`config.mk`:
```
export PLATFORM = sky130hd
export DESIGN_NAME = playfair_digraph_encrypt
export DESIGN_NICKNAME = d
export VERILOG_FILES = /design/src/hdl/pfe_pkg.sv /design/src/hdl/pfe_ram.sv /design/src/hdl/playfair_digraph_encrypt.sv
export SDC_FILE = /design/constraint.sdc
export NUM_CORES = 1
export LEC_CHECK = 0
export BUFFER_PORTS_ARGS = -buffer_cell sky130_fd_sc_hd__buf_2
export CORE_MARGIN = 8
export CORE_UTILIZATION = 45
export DETAILED_ROUTE_END_ITERATION = 6
export HOLD_SLACK_MARGIN = 0.08
export PLACE_DENSITY = 0.6
export REMOVE_ABC_BUFFERS = 1
export SLEW_MARGIN = 20
export SYNTH_ARGS = -nofsm -noshare
export SYNTH_HDL_FRONTEND = slang
export SYNTH_SLANG_ARGS = --single-unit
```
`constraint.sdc`:
```
create_clock -name clk_i -period 4.55 [get_ports clk_i]
set_input_delay 0.6825 -clock clk_i [delete_from_list [all_inputs] [get_ports clk_i]]
set_output_delay 0.6825 -clock clk_i [all_outputs]
set_load 0.05 [all_outputs]
```
`src/hdl/pfe_pkg.sv`:
```
// Playfair encryptor package: command codes, letter constants and square
// index helpers. Depends on nothing; used by playfair_digraph_encrypt.
package pfe_pkg;

  // Command codes on cmd_i
  localparam logic [1:0] CMD_KEY   = 2'd0;
  localparam logic [1:0] CMD_SEAL  = 2'd1;
  localparam logic [1:0] CMD_PLAIN = 2'd2;
  localparam logic [1:0] CMD_END   = 2'd3;

  // Letters and sizes
  localparam logic [4:0] LETTER_I     = 5'd8;
  localparam logic [4:0] LETTER_J     = 5'd9;
  localparam logic [4:0] LETTER_X     = 5'd23;
  localparam logic [4:0] LETTER_LAST  = 5'd25;
  localparam logic [4:0] SQUARE_CELLS = 5'd25;
  localparam int         AlphabetLen  = 26;
  localparam int         SquareLen    = 25;

  // Row and column of a square cell
  typedef struct packed {
    logic [2:0] row;
    logic [2:0] col;
  } cell_pos_t;

  // Split a cell index into row and column (divide by five by compare)
  function automatic cell_pos_t split_pos(input logic [4:0] idx);
    cell_pos_t rc;
    if (idx >= 5'd20) begin
      rc.row = 3'd4;
      rc.col = 3'(idx - 5'd20);
    end else if (idx >= 5'd15) begin
      rc.row = 3'd3;
      rc.col = 3'(idx - 5'd15);
    end else if (idx >= 5'd10) begin
      rc.row = 3'd2;
      rc.col = 3'(idx - 5'd10);
    end else if (idx >= 5'd5) begin
      rc.row = 3'd1;
      rc.col = 3'(idx - 5'd5);
    end else begin
      rc.row = 3'd0;
      rc.col = idx[2:0];
    end
    return rc;
  endfunction

  // Step one place along a row or column, wrapping at five
  function automatic logic [2:0] wrap_inc(input logic [2:0] v);
    return (v >= 3'd4) ? 3'd0 : 3'(v + 3'd1);
  endfunction

  // Cell index from row and column
  function automatic logic [4:0] join_pos(input logic [2:0] row, input logic [2:0] col);
    return 5'({2'b00, row} * 5'd5) + {2'b00, col};
  endfunction

endpackage

```
`src/hdl/pfe_ram.sv`:
```
// Generic single-write, single-read RAM with a registered read port.
// No dependencies; used for the key square and letter position stores.
module pfe_ram #(
  parameter int Width = 5,
  parameter int Depth = 25,
  localparam int AddrW = $clog2(Depth)
) (
  input  logic             clk_i,
  input  logic             we_i,
  input  logic [AddrW-1:0] waddr_i,
  input  logic [Width-1:0] wdata_i,
  input  logic [AddrW-1:0] raddr_i,
  output logic [Width-1:0] rdata_o
);

  logic [Width-1:0] mem_q [Depth];
  logic [Width-1:0] rdata_q;

  // Write port and registered read port
  always_ff @(posedge clk_i) begin
    if (we_i) begin
      mem_q[waddr_i] <= wdata_i;
    end
    rdata_q <= mem_q[raddr_i];
  end

  assign rdata_o = rdata_q;

endmodule

```
`src/hdl/playfair_digraph_encrypt.sv`:
```
// Playfair digraph encryptor top level: key square build, seal walk and
// pair encipherment. Depends on pfe_pkg and pfe_ram.
//
//   channel  dir  handshake               payload
//   input    in   in_valid_i/in_ready_o   cmd_i, letter_i
//   output   out  out_valid_o/out_ready_i cipher_letter_o, last_of_pair_o
//
// Key letters, plaintext letters without a pair and end with nothing held
// are finished when accepted. A seal is accepted, then walks over all 26
// letters, one a cycle. A digraph steps through S_POS_A, S_POS_B, S_CALC,
// S_OUT1, S_RD2 and S_OUT2, held by output stalls: two position reads and
// two cell reads share the single read port of each RAM.
// Reset clears the used flags, fill count, pending letter and control; the
// RAMs are not cleared. A full output register holds the sequencer.
module playfair_digraph_encrypt
  import pfe_pkg::*;
(
  input  logic       clk_i,
  input  logic       rst_ni,
  input  logic       in_valid_i,
  output logic       in_ready_o,
  input  logic [1:0] cmd_i,
  input  logic [4:0] letter_i,
  output logic       out_valid_o,
  input  logic       out_ready_i,
  output logic [4:0] cipher_letter_o,
  output logic       last_of_pair_o
);

  // Sequencer states
  localparam logic [2:0] S_IDLE  = 3'd0;
  localparam logic [2:0] S_SEAL  = 3'd1;
  localparam logic [2:0] S_POS_A = 3'd2;
  localparam logic [2:0] S_POS_B = 3'd3;
  localparam logic [2:0] S_CALC  = 3'd4;
  localparam logic [2:0] S_OUT1  = 3'd5;
  localparam logic [2:0] S_RD2   = 3'd6;
  localparam logic [2:0] S_OUT2  = 3'd7;

  logic [2:0]  state_q, state_d;
  logic [4:0]  fill_q, fill_d;
  logic [4:0]  walk_q, walk_d;
  logic [25:0] used_q, used_d;
  logic [4:0]  pend_q, pend_d;
  logic        pend_valid_q, pend_valid_d;
  logic [4:0]  a_q, a_d, b_q, b_d;
  logic [4:0]  pa_q, pa_d;
  logic [4:0]  idx1_q, idx1_d, idx2_q, idx2_d;
  logic        out_valid_q, out_valid_d;
  logic [4:0]  out_letter_q, out_letter_d;
  logic        out_last_q, out_last_d;

  logic        in_fire;
  logic        out_load;
  logic [4:0]  l_eff;
  logic        l_ok;
  logic [4:0]  place_letter;
  logic        place_try;
  logic        place_en;
  logic [4:0]  pos_raddr, pos_rdata;
  logic [4:0]  sq_raddr, sq_rdata;
  cell_pos_t   rc_a, rc_b;

  assign in_ready_o = (state_q == S_IDLE);
  assign in_fire    = in_valid_i && in_ready_o;
  assign out_load   = !out_valid_q || out_ready_i;

  // Fold J into I and reject letters past Z
  assign l_ok  = (letter_i <= LETTER_LAST);
  assign l_eff = (letter_i == LETTER_J) ? LETTER_I : letter_i;

  // Place a letter from the key stream or from the seal walk
  assign place_letter = (state_q == S_SEAL) ? walk_q : l_eff;
  assign place_try    = ((state_q == S_SEAL) && (walk_q != LETTER_J)) ||
                        (in_fire && (cmd_i == CMD_KEY) && l_ok);
  assign place_en     = place_try && !used_q[place_letter] && (fill_q < SQUARE_CELLS);

  // Key square: cell -> letter
  pfe_ram #(
    .Width(5),
    .Depth(SquareLen)
  ) u_square (
    .clk_i  (clk_i),
    .we_i   (place_en),
    .waddr_i(fill_q),
    .wdata_i(place_letter),
    .raddr_i(sq_raddr),
    .rdata_o(sq_rdata)
  );

  // Letter position: letter -> cell
  pfe_ram #(
    .Width(5),
    .Depth(AlphabetLen)
  ) u_position (
    .clk_i  (clk_i),
    .we_i   (place_en),
    .waddr_i(place_letter),
    .wdata_i(fill_q),
    .raddr_i(pos_raddr),
    .rdata_o(pos_rdata)
  );

  assign pos_raddr = (state_q == S_POS_A) ? a_q : b_q;

  // Work out the two cipher cells from the two positions
  always_comb begin
    rc_a = split_pos(pa_q);
    rc_b = split_pos(pos_rdata);
    if (rc_a.row == rc_b.row) begin
      idx1_d = join_pos(rc_a.row, wrap_inc(rc_a.col));
      idx2_d = join_pos(rc_b.row, wrap_inc(rc_b.col));
    end else if (rc_a.col == rc_b.col) begin
      idx1_d = join_pos(wrap_inc(rc_a.row), rc_a.col);
      idx2_d = join_pos(wrap_inc(rc_b.row), rc_b.col);
    end else begin
      idx1_d = join_pos(rc_a.row, rc_b.col);
      idx2_d = join_pos(rc_b.row, rc_a.col);
    end
  end

  // Square read address: first cell from the calculation, then held, then the second cell
  always_comb begin
    case (state_q)
      S_CALC:  sq_raddr = idx1_d;
      S_OUT1:  sq_raddr = idx1_q;
      default: sq_raddr = idx2_q;
    endcase
  end

  // Sequencer and pending-letter logic
  always_comb begin
    state_d      = state_q;
    fill_d       = fill_q;
    walk_d       = walk_q;
    used_d       = used_q;
    pend_d       = pend_q;
    pend_valid_d = pend_valid_q;
    a_d          = a_q;
    b_d          = b_q;
    pa_d         = pa_q;
    out_valid_d  = out_valid_q && !out_ready_i;
    out_letter_d = out_letter_q;
    out_last_d   = out_last_q;

    if (place_en) begin
      used_d[place_letter] = 1'b1;
      fill_d               = 5'(fill_q + 5'd1);
    end

    case (state_q)
      S_IDLE: begin
        if (in_fire) begin
          case (cmd_i)
            CMD_SEAL: begin
              pend_valid_d = 1'b0;
              walk_d       = 5'd0;
              state_d      = S_SEAL;
            end
            CMD_PLAIN: begin
              if (l_ok) begin
                if (!pend_valid_q) begin
                  pend_d       = l_eff;
                  pend_valid_d = 1'b1;
                end else if (pend_q == l_eff) begin
                  a_d     = l_eff;
                  b_d     = LETTER_X;
                  state_d = S_POS_A;
                end else begin
                  a_d          = pend_q;
                  b_d          = l_eff;
                  pend_valid_d = 1'b0;
                  state_d      = S_POS_A;
                end
              end
            end
            CMD_END: begin
              if (pend_valid_q) begin
                a_d          = pend_q;
                b_d          = LETTER_X;
                pend_valid_d = 1'b0;
                state_d      = S_POS_A;
              end
            end
            default: ;
          endcase
        end
      end
      S_SEAL: begin
        walk_d = 5'(walk_q + 5'd1);
        if (walk_q == LETTER_LAST) begin
          state_d = S_IDLE;
        end
      end
      S_POS_A: state_d = S_POS_B;
      S_POS_B: begin
        pa_d    = pos_rdata;
        state_d = S_CALC;
      end
      S_CALC: state_d = S_OUT1;
      S_OUT1: begin
        if (out_load) begin
          out_valid_d  = 1'b1;
          out_letter_d = sq_rdata;
          out_last_d   = 1'b0;
          state_d      = S_RD2;
        end
      end
      S_RD2: state_d = S_OUT2;
      S_OUT2: begin
        if (out_load) begin
          out_valid_d  = 1'b1;
          out_letter_d = sq_rdata;
          out_last_d   = 1'b1;
          state_d      = S_IDLE;
        end
      end
      default: state_d = S_IDLE;
    endcase
  end

  // Control registers
  always_ff @(posedge clk_i or negedge rst_ni) begin
    if (!rst_ni) begin
      state_q      <= S_IDLE;
      fill_q       <= 5'd0;
      walk_q       <= 5'd0;
      used_q       <= '0;
      pend_q       <= 5'd0;
      pend_valid_q <= 1'b0;
      out_valid_q  <= 1'b0;
    end else begin
      state_q      <= state_d;
      fill_q       <= fill_d;
      walk_q       <= walk_d;
      used_q       <= used_d;
      pend_q       <= pend_d;
      pend_valid_q <= pend_valid_d;
      out_valid_q  <= out_valid_d;
    end
  end

  // Payload registers
  always_ff @(posedge clk_i) begin
    a_q          <= a_d;
    b_q          <= b_d;
    pa_q         <= pa_d;
    out_letter_q <= out_letter_d;
    out_last_q   <= out_last_d;
    if (state_q == S_CALC) begin
      idx1_q <= idx1_d;
      idx2_q <= idx2_d;
    end
  end

  assign out_valid_o     = out_valid_q;
  assign cipher_letter_o = out_letter_q;
  assign last_of_pair_o  = out_last_q;

  // Checks
  a_fill_bound: assert property (@(posedge clk_i) disable iff (!rst_ni)
    fill_q <= SQUARE_CELLS)
    else $error("fill count past square size");

  a_seal_full: assert property (@(posedge clk_i) disable iff (!rst_ni)
    (state_q == S_SEAL && walk_q == LETTER_LAST) |=> (fill_q == SQUARE_CELLS))
    else $error("square not full after seal");

  a_seal_drops: assert property (@(posedge clk_i) disable iff (!rst_ni)
    (in_fire && cmd_i == CMD_SEAL) |=> !pend_valid_q)
    else $error("pending letter survived seal");

  a_second_beat: assert property (@(posedge clk_i) disable iff (!rst_ni)
    (state_q == S_OUT2 && out_load) |=> (out_valid_o && last_of_pair_o && in_ready_o))
    else $error("second beat of digraph not presented");

endmodule
```
==> results.md, run 1 <==
- The flow ran to the end, and the final reports show no timing, DRC or antenna violations.
- The number of distinct library cell variants in the gate-level netlist after synthesis is between 90 and 100.
- Along the worst path, the maximum fanout reaches 5.
- After clock tree synthesis, the clock-pin slew on the worst setup and hold paths is approximately 0.06 ns.
- The number of endpoints with negative hold slack in the final report was 0.
- Global routing consumed, over all layers together, between 10% and 20% of the routing resources.
- The share of Yosys cell area claimed by the top area cell type is around 48%.
- Summed over all layers, the routed wires come to ~43,000 um.
- The congestion estimate from routability-driven global placement came to roughly 0.86.
- In this run, synthesis produced a sequential element count of 342.
- The number of enable flip-flop cells after synthesis is about 290.
- The kind of critical path is reg -> reg.
- Counting every instance in the synthesized netlist gives 1,526.
- Setup repair after global routing could not meet its margin everywhere.
- After synthesis, the share of flip-flops with an asynchronous set or reset is 13.5%.
- The first global-routing pass estimated approximately 67,000 um of wire.
- The reg-to-reg critical path endpoint is u_square.rdata_o[3].
- The later pin in the worst-skew pair is clocked with a latency of ~0.54 ns.
- In this run the tool buffered the top-level ports with 18 buffer cells.
- Dividing the detail-routed via count by the number of cells gives roughly 5.7.
- By area the synthesized netlist is led by sky130_fd_sc_hd__edfxtp_1 48%, sky130_fd_sc_hd__dfrtp_1 6.5%, sky130_fd_sc_hd__mux2i_1 5.9%, sky130_fd_sc_hd__nand2_1 4.4%, sky130_fd_sc_hd__ha_1 3.9%.
- The number of buffers added by the clock tree synthesis step is 39.
- The number of global-route vias before repair was roughly 12,000.
- After routing, the total negative slack on setup checks comes to 0 ns.
- The placeable core area is around 39,000 um^2.
- CTS placed an instance of sky130_fd_sc_hd__clkbuf_16 at the clock tree root.
- The number of antenna violations at the first check in global routing is 1.
- The mean instance size in the synthesized netlist is ~12 um^2.
- Measured along the y axis, the die boundary spans about 210 um.
- TritonCTS built the clock tree.
- Summed over all instances, the cell type with the most area after synthesis is sky130_fd_sc_hd__edfxtp_1.
- The placement row count is 72.
- The cell area after technology mapping is around 18,000 um^2.
- By area, the combinational part of the netlist is dominated by compound AO/OA/AOI/OAI gates.
- The floorplan step defined a die boundary enclosing roughly 46,000 um^2.
- The clock drives 342 sinks.
- From synthesis to final layout, the design area changed by 16.3%.
- The final number of setup-violating endpoints is 0.
- The finished layout holds approximately 2,100 standard cells, fillers aside.
- Hold is met by ~0.16 ns.
- The first TritonRoute pass finished after 5 iterations.
- After detailed placement, the design holds a cell count of about 2,100.
- For this run the aggregate overflow at the end of global routing stands at 0.
- The post-route DRC violation count is 0.
- The logic depth of the worst register-to-register path is 20.
- Summing the areas of all compound-gate instances in the mapped netlist gives about 15% of the synthesized area.
- The arrival time of data at the critical path endpoint is approximately 5.0 ns.
- The post-route clock skew is roughly 0.012 ns.
- The via total after detailed routing is between 10,000 and 15,000.
- The synthesized netlist devotes 1.42% of its cell area to XOR and XNOR gates.
- After synthesis, flip-flops and latches occupy between 50% and 60% of the total area.
- Dividing the detail-routed wire length by the instance count gives roughly 20 um.
- The die boundary width is roughly 210 um.
- The max-cap check violation count is 0.
- The relative max-transition margin is ~28%.
- Multiplexer cells account for between 8 and 9% of the synthesized area.
- The number of nets in the layout is around 1,700.
- The worst register-to-register path begins at pa_q[1].
- For the pin with the worst max-slew slack, the measured transition is 1.06 ns.
- The initial utilization of the core area, before any placement, comes to 45.7%.
- The peak ir drop on the vdd network is 0.389 mV.
- Once detailed placement completed, the half-perimeter wirelength came to ~28,000 um.
- Static timing analysis puts the maximum clock frequency at around 0.22 GHz.
- The area share of fa/ha/maj cells after synthesis is under 10%.
- The critical path starts at pa_q[1].
- The count of nets left with antenna violations once routing finished came out at 0.
- The deepest clock path buffer count is 3.
- STA classifies the critical path endpoint as a flop.
- Entering global routing, the biggest net connects between 50 and 60 pins.
- CTS built an H-tree with a depth of 2.
- The synthesized netlist devotes approximately 11% of its cell area to simple gates.
- The analysis attributes to cell leakage a power of 7.72 nW.
- The max-slew violation count is 0.
- The synthesis warning total is 0.
- The clock period could shrink to approximately 4.5 ns.
- The top flip-flop cell by instance count after synthesis is sky130_fd_sc_hd__edfxtp_1.
- The total power per unit cell area is between 700 and 800 nW/um^2.
- The path class of the tightest hold or removal check is in -> async.
- 19 I/O pins were placed.
- At the worst endpoint, the required time is 5.00 ns.
- The worst setup slack for register-to-register paths is between 0.02 and 0.025 ns.
- The final clock period utilization by the worst path is 99.5%.
- The post-route netlist has a little under a fifth of its cells at a drive strength greater than 1.
- The number of buffers inserted by hold repair at cts is 0.
- In this run, the number of DRC markers left after iteration 0 of detailed routing was 1,042.
- The category of the worst setup path launch point is a flop.
where the power goes:
| part | switching, W | internal [W] |
|---|---|---|
| clock | 0.00123 | 0.00193 |
| sequential | 0.000245 | 0.00406 |
| combinational | 0.00459 | 0.00335 |
what timing repair did:
action,in CTS,in global routing
endpoints found under the setup margin,5,54
pin swaps,3,35
gates resized for setup,8,70
setup buffers,2,16
endpoints found under the hold margin,0,0
flip-flops by register name, indices dropped and copies added, names as in the netlist, 3 cells and up:
| signal | flops |
|---|---|
| cipher_letter_o | 5 |
| fill_q | 5 |
| u_square.rdata_o | 5 |
| used_q | 26 |
| u_position.rdata_o | 5 |
| pa_q | 5 |
| walk_q | 5 |
| u_position.mem_q | 130 |
| b_q | 5 |
| pend_q | 5 |
| a_q | 5 |
| u_square.mem_q | 125 |
| idx1_q | 5 |
| state_q | 3 |
| idx2_q | 5 |
per-stage QoR:
| stage | setup WS, ns | area, um^2 | power (W) | util (%) |
|---|---|---|---|---|
| 6_report | 0.0231 | 20700 | 0.0154 | 53.2 |
| 4_1_cts | 0.0108 | 20200 | 0.0151 | 52.0 |
| 3_3_place_gp | -0.0657 | 18800 | 0.0117 | 48.5 |
| 5_1_grt | -0.206 | 20600 | 0.0163 | 53.2 |
| 2_1_floorplan | -0.510 | 17300 | 0.00924 | - |
| 3_5_place_dp | -0.0909 | 18800 | 0.0118 | 48.5 |
cell type report:
cell class	count	area (um^2)
Multi-Input combinational cell	1045	7640
Antenna cell	1	2.50
Clock buffer	43	1040
Clock inverter	24	262
Timing Repair Buffer	124	957
Fill cell	3305	18200
Sequential cell	342	9940
Inverter	42	160
Tap cell	518	648
routing by layer:
layer | GRT usage, % | vias up | wire length (um)
met5 | 0 | - | 0
met4 | 6.31 | 0 | 1150
met3 | 2.96 | 72 | 1790
met2 | 28.6 | 246 | 20100
met1 | 24.2 | 6013 | 19900
li1 | - | 5843 | -
worst max-delay path by stage:
| stage | to | slack [ns] | cells after the start |
|---|---|---|---|
| after floorplan | u_square.rdata_o[3] | -0.51 | 10 |
| after global placement | u_square.rdata_o[1] | -0.07 | 19 |
| after detailed placement | u_square.rdata_o[1] | -0.09 | 20 |
| after CTS | u_square.rdata_o[2] | 0.01 | 19 |
| after global routing | u_square.rdata_o[3] | -0.21 | 21 |
| final | u_square.rdata_o[3] | 0.02 | 20 |
layout by cell type, fill, tap and decap left out, types with 7 or more instances in the layout:
master	count
sky130_fd_sc_hd__edfxtp_1	286
sky130_fd_sc_hd__o21ai_0	36
sky130_fd_sc_hd__o211ai_1	11
sky130_fd_sc_hd__nor2_1	86
sky130_fd_sc_hd__nand2b_1	8
sky130_fd_sc_hd__dfrtp_1	46
sky130_fd_sc_hd__o21bai_1	27
sky130_fd_sc_hd__a311oi_1	12
sky130_fd_sc_hd__and2_1	25
sky130_fd_sc_hd__mux2i_1	101
sky130_fd_sc_hd__ha_1	43
sky130_fd_sc_hd__inv_2	10
sky130_fd_sc_hd__buf_4	98
sky130_fd_sc_hd__clkbuf_16	41
sky130_fd_sc_hd__o21ai_1	13
sky130_fd_sc_hd__nand3_1	30
sky130_fd_sc_hd__dfxtp_1	9
sky130_fd_sc_hd__o22ai_1	34
sky130_fd_sc_hd__xor2_1	13
sky130_fd_sc_hd__xnor2_1	12
sky130_fd_sc_hd__mux2_1	14
sky130_fd_sc_hd__buf_2	17
sky130_fd_sc_hd__nand2_1	202
sky130_fd_sc_hd__a211oi_1	37
sky130_fd_sc_hd__nor2b_1	11
sky130_fd_sc_hd__inv_1	31
sky130_fd_sc_hd__or3_1	8
sky130_fd_sc_hd__mux2_2	13
sky130_fd_sc_hd__a21o_1	12
sky130_fd_sc_hd__a21oi_1	83
sky130_fd_sc_hd__a21oi_2	9
sky130_fd_sc_hd__mux2_4	7
sky130_fd_sc_hd__a31oi_1	24
sky130_fd_sc_hd__ha_4	10
sky130_fd_sc_hd__o221ai_1	11
critical path, cell delays in order, from the launching register on:
cell and delay [ns]:
sky130_fd_sc_hd__edfxtp_1 0.54, sky130_fd_sc_hd__ha_4 0.24, sky130_fd_sc_hd__and3b_1 0.20, sky130_fd_sc_hd__nor3_2 0.19
sky130_fd_sc_hd__nand2_2 0.11, sky130_fd_sc_hd__buf_6 0.13, sky130_fd_sc_hd__o311ai_4 0.30, sky130_fd_sc_hd__ha_1 0.31
sky130_fd_sc_hd__nand2_2 0.09, sky130_fd_sc_hd__inv_2 0.05, sky130_fd_sc_hd__ha_4 0.22, sky130_fd_sc_hd__a21o_1 0.14
sky130_fd_sc_hd__a21o_1 0.16, sky130_fd_sc_hd__or3_4 0.39, sky130_fd_sc_hd__a21oi_2 0.16, sky130_fd_sc_hd__a41oi_2 0.06
sky130_fd_sc_hd__o211ai_1 0.14, sky130_fd_sc_hd__a22oi_2 0.14, sky130_fd_sc_hd__and3b_2 0.27, sky130_fd_sc_hd__a311o_1 0.33
sky130_fd_sc_hd__nor4_2 0.27
logic make-up after synthesis:
family                   after synthesis
flip-flops                           342
AND/OR/NAND/NOR                      430
XOR/XNOR                              27
multiplexers                         141
buffers and inverters                139
adder cells (fa/ha/maj)               62
AO/OA/AOI/OAI                        385
synth_stat cells (10+ instances only):
cell	n
sky130_fd_sc_hd__a211oi_1	37
sky130_fd_sc_hd__a21o_1	12
sky130_fd_sc_hd__a21oi_1	91
sky130_fd_sc_hd__a311oi_1	12
sky130_fd_sc_hd__a31oi_1	24
sky130_fd_sc_hd__and2_1	27
sky130_fd_sc_hd__buf_2	17
sky130_fd_sc_hd__clkbuf_1	63
sky130_fd_sc_hd__dfrtp_1	46
sky130_fd_sc_hd__dfxtp_1	10
sky130_fd_sc_hd__edfxtp_1	286
sky130_fd_sc_hd__ha_1	56
sky130_fd_sc_hd__inv_1	34
sky130_fd_sc_hd__mux2_1	14
sky130_fd_sc_hd__mux2_2	13
sky130_fd_sc_hd__mux2i_1	104
sky130_fd_sc_hd__nand2_1	206
sky130_fd_sc_hd__nand2b_1	11
sky130_fd_sc_hd__nand3_1	31
sky130_fd_sc_hd__nor2_1	88
sky130_fd_sc_hd__nor2b_1	13
sky130_fd_sc_hd__o211ai_1	11
sky130_fd_sc_hd__o21ai_0	37
sky130_fd_sc_hd__o21ai_1	14
sky130_fd_sc_hd__o21bai_1	27
sky130_fd_sc_hd__o221ai_1	11
sky130_fd_sc_hd__o22ai_1	37
sky130_fd_sc_hd__xnor2_1	12
sky130_fd_sc_hd__xor2_1	13
No activity file was read; power rests on OpenSTA's default activity.
==> run 2: changes to the inputs <==
--- a/config.mk
+++ b/config.mk
@@ -7,10 +7,10 @@
 export LEC_CHECK = 0
 export BUFFER_PORTS_ARGS = -buffer_cell sky130_fd_sc_hd__buf_2
 export CORE_MARGIN = 8
-export CORE_UTILIZATION = 45
+export CORE_UTILIZATION = 50
 export DETAILED_ROUTE_END_ITERATION = 6
 export HOLD_SLACK_MARGIN = 0.08
-export PLACE_DENSITY = 0.6
+export PLACE_DENSITY = 0.66
 export REMOVE_ABC_BUFFERS = 1
 export SLEW_MARGIN = 20
 export SYNTH_ARGS = -nofsm -noshare
==> run 2 against run 1 <==
  * Critical path depth rose by 1
  * Clock-buffer cell count rose by 1
  * Sequential power barely moved
  * Clock power rose by 6%
  * Cell area fell by 0.28%
  * Cell count fell by 3.0%
  * Largest power group unchanged
==> results.md, run 2 (synthesis gave the netlist of run 1 again) <==
- The total power per unit cell area is 762 nW/um^2 (+2.2%).
- The detailed-route wire length is 43,400 um (+1.2%).
- In this run the critical register-to-register path is captured at u_square.rdata_o[3].
- The remaining number of nets flagged by the antenna check after routing came to 0 (unchanged).
- The number of top-level design ports is 19 (unchanged).
- The deepest clock path buffer count is 3 (unchanged).
- The post-layout worst setup margin is 0.0731 ns (+0.0501 ns).
- The peak ir drop on the vdd network is 0.575 mV (+48%).
- The max-slew violation count is 0 (unchanged).
- The relative max-transition margin is 35.9% (+8.1 points).
- The number of buffers inserted by hold repair at cts was 0 (unchanged).
- The switching power is 0.00612 W (+0.92%).
- The number of clock sinks is 342 (unchanged).
- The leakage power of the design was 7.72 nW (about the same).
- The arrival time of data at the critical path endpoint is 4.92 ns (-0.06 ns).
- The min-delay analysis places its worst path in the category in -> async.
- The global-route congestion overflow total was 0 (unchanged).
- The number of buffers added on ports is 18 (unchanged).
- The worst hold margin is 0.178 ns (+0.0210 ns).
- The number of fillers in the final layout is 2,824 (-15%).
- The switching power as a share of total power is 39.0% (-0.38 points).
- The number of endpoints with negative hold slack in the final report was 0 (unchanged).
- Ranked by flip-flop count, first place goes to u_position.mem_q.
- TritonCTS built the clock tree.
- The number of global-route vias before repair is 12,100 (+0.89%).
- The logic depth of the worst register-to-register path is 21 (+5.0%).
- The die outline area is 41,800 um^2 (-9.3%).
- The global-route wire length before repair came to 67,400 um (+1.3%).
- The maximum fanout along the worst path is 5 (unchanged).
- The detailed-router iteration count before antenna repair is 5 (unchanged).
- The DRC marker count from the first detailed-route iteration is 772 (-26%).
- The overall die height was 204 um (-4.7%).
- The post-route core utilization is 58.3% (+5.1 points).
- The placeable core area is 35,300 um^2 (-9.1%).
- The via density per instance is 5.93 (+4.2%).
- The relative contribution of sequential cells to total power is 27.4% (-0.5 points).
- The category of the worst setup path launch point is a flop.
- Setup repair after global routing could not meet its margin everywhere.
- The max-cap check violation count was 0 (unchanged).
- The relative contribution of combinational cells to total power is 51.2% (-0.3 points).
- The number of antenna violations at the first check in global routing is 0 (-1).
- The largest stage delay on the critical path came to 0.55 ns (about the same).
- Compared with the post-synthesis result, the final layout area differs by 15.9%.
- The part of the total power dissipated in the clock network is 21.4% (+0.8 points).
- The number of nets in the layout is 1,659 (-0.48%).
- The required time at the worst-slack endpoint is 4.99 ns (about the same).
- The fraction of layout instances using a drive strength above 1 is 18.3% (-0.55 points).
- The top cell types in the final layout, fill and taps aside, are 286 x sky130_fd_sc_hd__edfxtp_1, 205 x sky130_fd_sc_hd__nand2_1, 100 x sky130_fd_sc_hd__mux2i_1.
- The initial cell density of the core is 50.3% (+4.6 points).
- The via total after detailed routing is 12,300 (+1.1%).
- The library cell contributing the largest single delay on the critical path is sky130_fd_sc_hd__edfxtp_1.
- The flow ran to the end, and the final reports show no timing, DRC or antenna violations.
- The final clock period utilization by the worst path was 98.4% (-1.1 points).
- The final number of setup-violating endpoints was 0 (unchanged).
- The worst setup slack for register-to-register paths is 0.07 ns (+0.05 ns).
- The die boundary width is 204 um (-4.7%).
- The total global routing track utilization came to 20.1% (+2.3 points).
- The largest net degree at the start of global routing is 53 (+1.9%).
- The type of element capturing the critical path is a flop.
- The critical path goes through ha_4, nor3_1, and2_4, o21ai_1, inv_2, buf_4, o211ai_2, ha_1, nand2_2, inv_1, ha_1, a21o_1, a21o_1, or3_4, a21oi_4, a41oi_2, o211ai_1, a22oi_2, and3b_2, a311o_1, nor4_2.
- The worst setup slack after placement is -0.122 ns (-0.0306 ns).
- The internal power is 0.00957 W (+2.5%).
- The clock edge transition at the registers on the reported setup and hold paths is 0.06 ns (about the same).
- The number of flip-flops under the largest register name is 130 (unchanged).
- The commonest non-fill, non-tap cell in the layout is sky130_fd_sc_hd__edfxtp_1.
- The worst-margin pin slew was 0.962 ns (-0.0994 ns).
- The origin of the critical flop-to-flop path is pa_q[1].
- The post-route clock skew came to 0.0203 ns (+0.00842 ns).
- The clock latency at the later pin of the worst-skew pair was 0.53 ns (about the same).
- The wire length per cell is 20.9 um (+4.3%).
- The root buffer cell chosen for the clock tree is sky130_fd_sc_hd__clkbuf_16.
- The number of buffers added by the clock tree synthesis step was 37 (-5.1%).
- The worst setup path is of the reg -> reg kind.
- The final period demand of the worst path is 4.48 ns (-0.0501 ns).
- The number of diodes is 0 (-1).
- The number of H-tree levels is 2 (unchanged).
- In the final layout, the registers with the most flip-flops are u_position.mem_q x130, u_square.mem_q x125, used_q x26.
- The highest clock frequency the design can meet is 0.223 GHz (+1.1%).
- The post-route DRC violation count was 0 (unchanged).
- The HPWL after detailed placement was 28,000 um (+0.49%).
- The setup total negative slack is 0 ns (unchanged).
- The final weighted congestion of routability-driven global placement is 0.875 (+1.2%).
- The placement row count is 69 (-4.2%).
## run 2: changes by cell type in the layout (fill, tap and decap cells not counted), moves of 3 or more
cell,change
sky130_fd_sc_hd__buf_4,-5
sky130_fd_sc_hd__bufinv_16,+5
sky130_fd_sc_hd__clkbuf_1,+3
sky130_fd_sc_hd__clkbuf_16,-3
sky130_fd_sc_hd__clkinv_2,-3
sky130_fd_sc_hd__clkinv_4,-3
sky130_fd_sc_hd__clkinvlp_4,-3
sky130_fd_sc_hd__ha_1,+3
sky130_fd_sc_hd__ha_4,-3
sky130_fd_sc_hd__nand2_1,+3
sky130_fd_sc_hd__nand2_2,-3
## run 2: cell type report
class                   count  area [um^2]  share of cell area, %
inverters                  42          160                  0.778
clock buffers              44          993                   4.82
multi-input cells        1046         7630                   37.1
flip-flops and latches    342         9940                   48.3
repair buffers            117          897                   4.36
clock inverters            23          390                   1.90
well taps                 461          577                   2.80
## run 2: worst max path at each step
stage	from	to	slack, ns	cells after the start
after global placement	pa_q[1]	u_square.rdata_o[4]	0.05	23
after global routing	pa_q[1]	u_square.rdata_o[2]	-0.06	21
final	pa_q[1]	u_square.rdata_o[3]	0.07	21
after CTS	pa_q[1]	u_square.rdata_o[2]	0.002	19
after detailed placement	pa_q[1]	u_square.rdata_o[4]	-0.12	23
after floorplan	state_q[2]	u_square.rdata_o[3]	-0.51	10
## run 2: routing by layer
metal / track usage (%) / wire length, um / vias to the layer above
met4: 4.78 / 823 / 0
met3: 2.47 / 2210 / 56
met5: 0 / 0 / -
met1: 27.6 / 19300 / 6057
li1: - / - / 5826
met2: 33.8 / 21100 / 370
## run 2: power groups by stage
stage / combinational [W] / sequential (W) / clock, W
finish: 0.00803 / 0.00430 / 0.00336
global route: 0.00866 / 0.00434 / 0.00353
CTS: 0.00730 / 0.00430 / 0.00342
floorplan: 0.00463 / 0.00460 / 0
global placement: 0.00711 / 0.00434 / 0
detailed placement: 0.00721 / 0.00435 / 0
## run 2: through the flow
step | cell area, um^2 | instances | power [W]
2_1_floorplan | 17300 | 1429 | 0.00924
4_1_cts | 20200 | 2063 | 0.0150
6_report | 20600 | 2075 | 0.0157
3_3_place_gp | 18700 | 1992 | 0.0114
5_1_grt | 20600 | 2075 | 0.0165
3_5_place_dp | 18700 | 1992 | 0.0116
## run 2: critical path, delay by kind of cell, from the launching register on
| family | cells | cell delay (ns) |
|---|---|---|
| AOI/OAI and AO/OA | 9 | 1.43 |
| adders and majority gates | 3 | 0.84 |
| DFF | 1 | 0.55 |
| and+or+nand+nor | 6 | 1.31 |
| buffers and inverters | 3 | 0.27 |
## run 2: what timing repair did
| item | CTS | global route |
|---|---|---|
| pin swaps | 3 | 19 |
| buffers inserted | 4 | 12 |
| setup endpoints to repair | 5 | 5 |
| gates resized for setup | 11 | 64 |
| gates cloned | 0 | 1 |
